<file path="src/design/prf_pkg.sv">
// ---------------------------------------------------------------------------
// prf_pkg
// Shared constants and types for the packet replay filter: window size,
// reciprocal for the block-base divide, stream widths and status codes.
// ---------------------------------------------------------------------------
package prf_pkg;

   localparam int WINDOW   = 10;
   localparam int SEQ_W    = 32;
   localparam int NONCE_W  = 32;
   localparam int IDX_W    = (WINDOW > 1) ? $clog2(WINDOW) : 1;

   // floor(seq / WINDOW) = (seq * RECIP) >> RECIP_SHIFT for every 32-bit seq
   localparam int           RECIP_SHIFT = SEQ_W + IDX_W;
   localparam logic [63:0]  RECIP_FULL  = ((64'd1 << RECIP_SHIFT) / WINDOW) + 64'd1;
   localparam logic [SEQ_W:0] RECIP     = RECIP_FULL[SEQ_W:0];
   localparam int           PROD_W      = SEQ_W + SEQ_W + 1;

   localparam int REQ_W    = SEQ_W + NONCE_W;
   localparam int STATUS_W = 3;
   localparam int RSP_W    = 8;

   typedef enum logic [STATUS_W-1:0] {
      ST_OK         = 3'd0,
      ST_SEQ        = 3'd1,
      ST_OLD_BLOCK  = 3'd2,
      ST_OUT_WINDOW = 3'd3,
      ST_REPLAY     = 3'd4
   } status_type;

endpackage

</file>
<file path="src/design/packet_replay_filter_unit.sv">
// ---------------------------------------------------------------------------
// packet_replay_filter_unit
// Anti-replay window check: one packet (sequence number and nonce) in, one
// accept flag and status code out.
// ---------------------------------------------------------------------------
// One packet per clock is taken and each result goes through the stages below once its
// beat is accepted: the first stage registers the packet together with the
// quotient seq / WINDOW (one multiply by a constant reciprocal), the second
// forms the block base, runs the sequence, block and nonce checks against the
// stored last sequence, block base and used-nonce mask, updates that state
// and registers the result. The state is updated as the packet leaves the
// first stage, so the packet right behind it already sees the new state.
// Back-pressure on rsp_tready stalls both stages; with rsp_tready held high
// the throughput is one packet per cycle.
module packet_replay_filter_unit (
   input  logic                        clock,
   input  logic                        reset,
   input  logic                        req_tvalid,
   output logic                        req_tready,
   input  logic [prf_pkg::REQ_W-1:0]   req_tdata,   // seq_num[31:0], nonce_value[63:32]
   output logic                        rsp_tvalid,
   input  logic                        rsp_tready,
   output logic [prf_pkg::RSP_W-1:0]   rsp_tdata    // accepted[0], status[3:1], zero[7:4]
);
   import prf_pkg::*;

   // stage 1: registered packet and quotient
   logic                 s1_valid_ff, s1_valid_in;
   logic [SEQ_W-1:0]     s1_seq_ff;
   logic [NONCE_W-1:0]   s1_nonce_ff;
   logic [SEQ_W-1:0]     s1_quot_ff;

   // filter state
   logic [SEQ_W-1:0]     last_seq_ff, last_seq_in;
   logic [SEQ_W-1:0]     block_base_ff, block_base_in;
   logic [WINDOW-1:0]    used_mask_ff, used_mask_in;

   // result register
   logic                 rsp_valid_ff, rsp_valid_in;
   status_type           rsp_status_ff;

   logic                 req_fire;
   logic                 s1_adv;
   logic                 s1_fire;
   logic [PROD_W-1:0]    prod;
   logic [PROD_W-1:0]    prod_shr;
   logic [SEQ_W-1:0]     req_seq;
   logic [NONCE_W-1:0]   req_nonce;

   logic [SEQ_W-1:0]     base;
   logic                 seq_ok;
   logic                 newer_blk;
   logic                 older_blk;
   logic [NONCE_W-1:0]   diff;
   logic                 in_win;
   logic [IDX_W-1:0]     idx;
   logic [WINDOW-1:0]    bit_sel;
   logic [WINDOW-1:0]    mask_eff;
   logic                 hit;
   status_type           status;

   assign req_seq   = req_tdata[SEQ_W-1:0];
   assign req_nonce = req_tdata[REQ_W-1:SEQ_W];

   assign s1_adv     = !rsp_valid_ff || rsp_tready;
   assign req_tready = !s1_valid_ff || s1_adv;
   assign req_fire   = req_tvalid && req_tready;
   assign s1_fire    = s1_valid_ff && s1_adv;

   assign prod     = PROD_W'(req_seq) * PROD_W'(RECIP);
   assign prod_shr = prod >> RECIP_SHIFT;

   // checks on the packet in stage 1
   always_comb begin
      base      = s1_quot_ff * SEQ_W'(WINDOW);
      seq_ok    = s1_seq_ff > last_seq_ff;
      newer_blk = base > block_base_ff;
      older_blk = base < block_base_ff;
      diff      = s1_nonce_ff - base;
      in_win    = (s1_nonce_ff >= base) && (diff < NONCE_W'(WINDOW));
      idx       = diff[IDX_W-1:0];
      bit_sel   = {{(WINDOW-1){1'b0}}, 1'b1} << idx;
      mask_eff  = newer_blk ? '0 : used_mask_ff;
      hit       = (mask_eff & bit_sel) != '0;

      if (!seq_ok) begin
         status = ST_SEQ;
      end else if (older_blk) begin
         status = ST_OLD_BLOCK;
      end else if (!in_win) begin
         status = ST_OUT_WINDOW;
      end else if (hit) begin
         status = ST_REPLAY;
      end else begin
         status = ST_OK;
      end
   end

   always_comb begin
      last_seq_in   = last_seq_ff;
      block_base_in = block_base_ff;
      used_mask_in  = used_mask_ff;
      if (s1_fire && seq_ok) begin
         last_seq_in = s1_seq_ff;
         if (newer_blk) begin
            block_base_in = base;
         end
         if (!older_blk) begin
            // a newer block clears the mask even if the nonce is rejected
            used_mask_in = mask_eff | (in_win ? bit_sel : '0);
         end
      end
   end

   always_comb begin
      s1_valid_in  = s1_valid_ff;
      rsp_valid_in = rsp_valid_ff;
      if (s1_adv) begin
         rsp_valid_in = s1_valid_ff;
      end
      if (req_tready) begin
         s1_valid_in = req_fire;
      end
   end

   always_ff @(posedge clock) begin
      if (reset) begin
         s1_valid_ff   <= 1'b0;
         rsp_valid_ff  <= 1'b0;
         last_seq_ff   <= '0;
         block_base_ff <= '0;
         used_mask_ff  <= '0;
      end else begin
         s1_valid_ff   <= s1_valid_in;
         rsp_valid_ff  <= rsp_valid_in;
         last_seq_ff   <= last_seq_in;
         block_base_ff <= block_base_in;
         used_mask_ff  <= used_mask_in;
      end
   end

   always_ff @(posedge clock) begin
      if (req_fire) begin
         s1_seq_ff   <= req_seq;
         s1_nonce_ff <= req_nonce;
         s1_quot_ff  <= prod_shr[SEQ_W-1:0];
      end
      if (s1_fire) begin
         rsp_status_ff <= status;
      end
   end

   assign rsp_tvalid = rsp_valid_ff;
   assign rsp_tdata  = {{(RSP_W-STATUS_W-1){1'b0}}, rsp_status_ff, (rsp_status_ff == ST_OK)};

endmodule

</file>
<file path="config.mk">
export PLATFORM = sky130hd
export DESIGN_NAME = packet_replay_filter_unit
export DESIGN_NICKNAME = d
export VERILOG_FILES = /design/src/design/prf_pkg.sv /design/src/design/packet_replay_filter_unit.sv
export SDC_FILE = /design/constraint.sdc
export NUM_CORES = 2
export LEC_CHECK = 0
export BUFFER_PORTS_ARGS = -buffer_cell sky130_fd_sc_hd__clkbuf_2
export CAP_MARGIN = 25
export CORE_UTILIZATION = 56
export DETAILED_ROUTE_END_ITERATION = 8
export GPL_TIMING_DRIVEN = 0
export HOLD_SLACK_MARGIN = 0.02
export PLACE_DENSITY = 0.71
export RECOVER_POWER = 50
export SLEW_MARGIN = 30
export SYNTH_ARGS = -nofsm -noshare
export SYNTH_HDL_FRONTEND = slang
export SYNTH_SLANG_ARGS = --single-unit
</file>
<file path="constraint.sdc">
create_clock -name clock -period 10 [get_ports clock]
set_input_delay 1.5 -clock clock [delete_from_list [all_inputs] [get_ports clock]]
set_output_delay 1.5 -clock clock [all_outputs]
set_load 0.05 [all_outputs]
</file>
* Word-level counts from Yosys, hierarchy flattened
Index checks and enable logic that the tools add are counted.
** Word-level totals
- Bits in registers :: 171
- Bits of input ports :: 68
- Output and inout bits :: 10
- Logic and storage cells :: 42
** Cells by class
- Add/sub/neg operators :: 1
- Multipliers :: 2
- Magnitude comparators :: 5
- Shift operators :: 1
- Muxes and demuxes :: 5
- Bitwise operators :: 5
- Reductions and logical operators :: 13
** Operators by type and width (count)
- greater-than comparator 32 bit :: 2
- multiplier 32 x 32 -> 64 bit (second input constant) :: 1
- >= comparator 32 bit :: 1
- less-than comparator 32 bit :: 1
- less-than comparator 32 x 4 -> 1 bit (second input constant) :: 1
- subtractor 32 bit :: 1
- multiplier 29 x 3 -> 31 bit (second input constant) :: 1
- 2-to-1 mux 10 bit :: 2
- AND 10 bit :: 1
- bitwise OR 10 bit :: 1
- nonzero test 10 bit :: 1
- left shift 1 x 4 -> 10 bit (first input constant) :: 1
- logical AND 1 bit :: 4
- 2-to-1 mux 2 bit :: 2
- AND reduction 2 bit :: 2
- zero test 3 bit :: 1
- 2-to-1 mux 3 bit :: 1
- inverter 1 bit :: 3
- OR reduction 3 bit :: 1
- zero test 1 bit :: 2
- logical OR 1 bit :: 2

* Depth between registers and ports, before layout
- Depth after elaboration :: 8
- Depth in mapped cells :: 29
- Mapped depth without buffers :: 28

* Worst setup path before layout
No wires, ideal clock.
- Kind :: in2reg
- Start point :: in req_tdata[9] (netlist bit)
- End point :: reg s1_quot_ff[26], data pin
- Setup time :: 139 ps
- Arrival :: 8289 ps
- Required time :: 9861 ps
- Setup slack :: 1572 ps
- Stages :: 28
- Path buffers :: 1
- Cell sequence :: ha_1 clkbuf_1 xor2_1 ha_1 a21o_1 fa_1 inv_1 fa_1 inv_1 fa_1 fa_1 fa_1 inv_1 fa_1 inv_1 ha_1 a21oi_1 o21ai_0 a221oi_1 o21ai_0 o21ba_2 a211oi_1 o211ai_1 nand2_1 a41oi_1 a21oi_1 or4b_2 nand4b_1
** Between the ends
- Cells in the longest elaborated chain, start to end :: 1
** RTL lines
- from (decl) :: RTL line packet_replay_filter_unit.sv:20 : input logic [prf_pkg::REQ_W-1:0] req_tdata,
- multiplier 32 x 32 -> 64 bit :: RTL line packet_replay_filter_unit.sv:70 : assign prod = PROD_W'(req_seq) * PROD_W'(RECIP);
- named net prod[62] :: RTL line packet_replay_filter_unit.sv:45 : logic [PROD_W-1:0] prod;
- to (signal assigned) :: RTL line packet_replay_filter_unit.sv:146 : s1_quot_ff <= prod_shr[SEQ_W-1:0];
- to (decl) :: RTL line packet_replay_filter_unit.sv:31 : logic [SEQ_W-1:0] s1_quot_ff;
The timed path passes the listed nets, and every way through them passes these cells.
A chain may end at the register's enable or synchronous reset.

* Worst setup path after layout
- Start point :: in req_tdata[28] (netlist bit)
- End point :: reg s1_quot_ff[26], data pin
The elaborated chain is that of the path after synthesis.

==> out/metrics.yaml <==
status: "finished with violations"
violations: "max-capacitance violations, max-slew violations"
clkTransAtPathRegs_ns: 0.07
clk_latency_ns: 0.45
root_buffer: "clkbuf_16"
synth_cells: 2801
syn_to_final_growth_pct: 6.68
hold_depth: 1
ys_top_cells_by_area: "fa_1 (28%), ha_1 (22%), edfxtp_1 (10%)"
drt_wl_total_mm: 74.5
layout_commonest_cell: "inv_1"
dpl-instance-area_mm2: 0.0288
min_path_type: "flip-flop to flip-flop"
hold-path-endpoint: "used_mask_ff[4]$_SDFFE_PP0P_"
htreeDepth: 4
fp.dieH_um: 224
synth_cell_types: 81
grt_pass1_wl_mm: 117
grt_pass1_vias: 20700
cts_tree: "done"
synth_fa_ha_area_share_pct: 50.5
gp_congestion: 1.00
final_area_mm2: 0.0294
core-area_mm2: 0.0481
r2r-start: "s1_quot_ff[1]$_DFFE_PP_"
rows: 80
ios: 78
cp-start-kind: "primary input"
fmax_ghz: 0.104
final.setup_skew_ns: 0.0163
avgSynthCellArea_um2: 9.84
vias: 19900
ant_nets: 0
critPathMaxFanout: 7
ys_warn_count: 0
path_common_cell: "fa_1"
overflow: 0
seq_area_frac_synth_pct: 15.9
yosys.area_share.simple_pct: 8.33
synth_compound_area_share_pct: 9.07
async_flop_share_pct: 0
r2r_end: "rsp_status_ff[0]$_SDFFCE_PP1P_"
numCtsBuffers: 17
synth_mux_area_share_pct: 2.49
nets: 3844
avgRoutedWirePerCell_um: 20.9
final_layout_size_suffix_gt1_share_pct: 4.47
hold_viol_final: 0
reg2reg_slack_ns: 1.89
grt_usage_pct: 31.1
drt_first_iter_violations: 1337
grt_max_degree: 48
post-route-min-period_ns: 9.61
synth-main-ff-cell: "edfxtp_1"
post_cts_buffers: 0
synth_top_family_by_area: "adder cells"
antenna_found_initial: 3
synth_xor_area_share_pct: 3.50
io_buffers: 73
finalSetupViolations: 0
fin_setup_tns_ns: 0
drv_cap: 2
final_cell_mix: "inv_1 (698), ha_1 (486), fa_1 (388), nor2_1 (146), a21oi_1 (103)"
drc: 0
cp.buffers_inverters: 5
hp-start: "used_mask_ff[4]$_SDFFE_PP0P_"
crit_family: "adder cells"
initial_utilization_pct: 57.2
cts_resized: 3
slew_headroom_pct: -113
nFillCells: 4174
dp_hpwl_mm: 64.6
synth_top_area_share_pct: 28.2
die_w_um: 224
worst_ep_required_time_ns: 10.30
slew_viol_final: 96
synth-edff-count: 96
worstPathArrival_ns: 9.91
ff2ff_path_depth: 29
crit_type: "primary input to flip-flop"
cp_slowest_stage_delay_ns: 0.64
clk_path_buf_depth: 2
hold_buffers: 0
dr.pass1.iters: 6
worst_slew_pin_slew_ns: 3.19
endpoint_kind: "flip-flop"
rsz0062_at_grt: "no"
period_share_pct: 96.1
synth_area_mm2: 0.0276
synth_top_area_cell: "fa_1"
die_area_mm2: 0.0501
cts.sinks: 171
diodes: 0
ys_seq_elements: 171
viasPerCell: 5.58
critPathSlowestCell: "or4b_2"
[state kept, by name, indices dropped and copies added, names as in the netlist]
register and flops:
block_base_ff 31, last_seq_ff 32, rsp_status_ff 3, rsp_tvalid 1, s1_nonce_ff 32, s1_quot_ff 29, s1_seq_ff 32, s1_valid_ff 1
used_mask_ff 10
[cell usage after synthesis, types with 12 or more instances]
cell type	n
inv_1	698
ha_1	491
fa_1	388
nor2_1	146
a21oi_1	103
edfxtp_1	96
a21o_1	77
nand2_1	76
dfxtp_1	75
o21ai_0	70
mux2i_1	63
xnor2_1	60
xor2_1	50
nor3_1	37
clkbuf_1	32
nand3_1	31
nand4_1	28
nand2b_1	25
nor2b_1	24
o21a_1	21
and2_1	15
a211oi_1	14
a31oi_1	12
[stage by stage]
stage | worst slack, ns | utilization (%) | hold slack, ns | std cells
floorplan | 1.57 | - | 0.427 | 2804
global placement | -0.886 | 59.7 | 0.449 | 3533
detailed placement | -0.874 | 59.8 | 0.448 | 3534
CTS | 0.213 | 61.1 | 0.474 | 3566
global route | 0.0342 | 61.1 | 0.490 | 3566
finish | 0.394 | 61.1 | 0.468 | 3566
[routing by layer]
layer  vias to the layer above  track usage, %  part of all wire, %
met5                         -               0                0.017
met1                      9869            43.9                   45
met2                       604            49.2                   45
li1                       9309               -                    -
met3                       103            5.85                  7.0
met4                         2            7.62                  2.3
[worst reg2reg max path, delay by kind of cell (launching register included)]
| family | cells | cell delay (ns) |
|---|---|---|
| compound gates | 9 | 1.92 |
| xor+xnor | 1 | 0.49 |
| fa+ha+maj | 4 | 1.28 |
| buf+inv | 3 | 0.46 |
| flops | 1 | 0.47 |
| simple gates | 12 | 3.22 |
[kinds of logic (layout without fill, tap and decap cells)]
group | count (synthesis) | count (layout)
AO/OA/AOI/OAI | 382 | 382
adder cells (fa/ha/maj) | 880 | 880
multiplexers | 67 | 67
buffers and inverters | 740 | 846
AND/OR/NAND/NOR | 450 | 450
other | 1 | 4
XOR/XNOR | 110 | 110
flip-flops | 171 | 171
[cell type report]
type | count | area, um2 | share of cell area, %
clock buffers | 17 | 425 | 1.45
multi-input cells | 1893 | 20400 | 69.6
clock inverters | 15 | 169 | 0.575
plain buffers | 42 | 181 | 0.617
flip-flops and latches | 171 | 4380 | 14.9
inverters | 698 | 2620 | 8.91
well taps | 656 | 821 | 2.79
repair buffers | 74 | 347 | 1.18
[how the worst max path moves through the flow]
stage             startpoint                       end  slack, ns  depth (start not counted)
3_3_place_gp    req_tdata[3]  s1_quot_ff[26]$_DFFE_PP_      -0.89                         25
2_1_floorplan   req_tdata[9]  s1_quot_ff[26]$_DFFE_PP_       1.57                         28
6_report       req_tdata[28]  s1_quot_ff[26]$_DFFE_PP_       0.39                         26
3_5_place_dp    req_tdata[3]  s1_quot_ff[26]$_DFFE_PP_      -0.87                         25
5_1_grt        req_tdata[19]  s1_quot_ff[26]$_DFFE_PP_       0.03                         28
4_1_cts        req_tdata[19]  s1_quot_ff[26]$_DFFE_PP_       0.21                         28
Power is left out: the tool's default activity adds up to more than one toggle a clock period on the data nets, which glitch-free logic cannot reach.
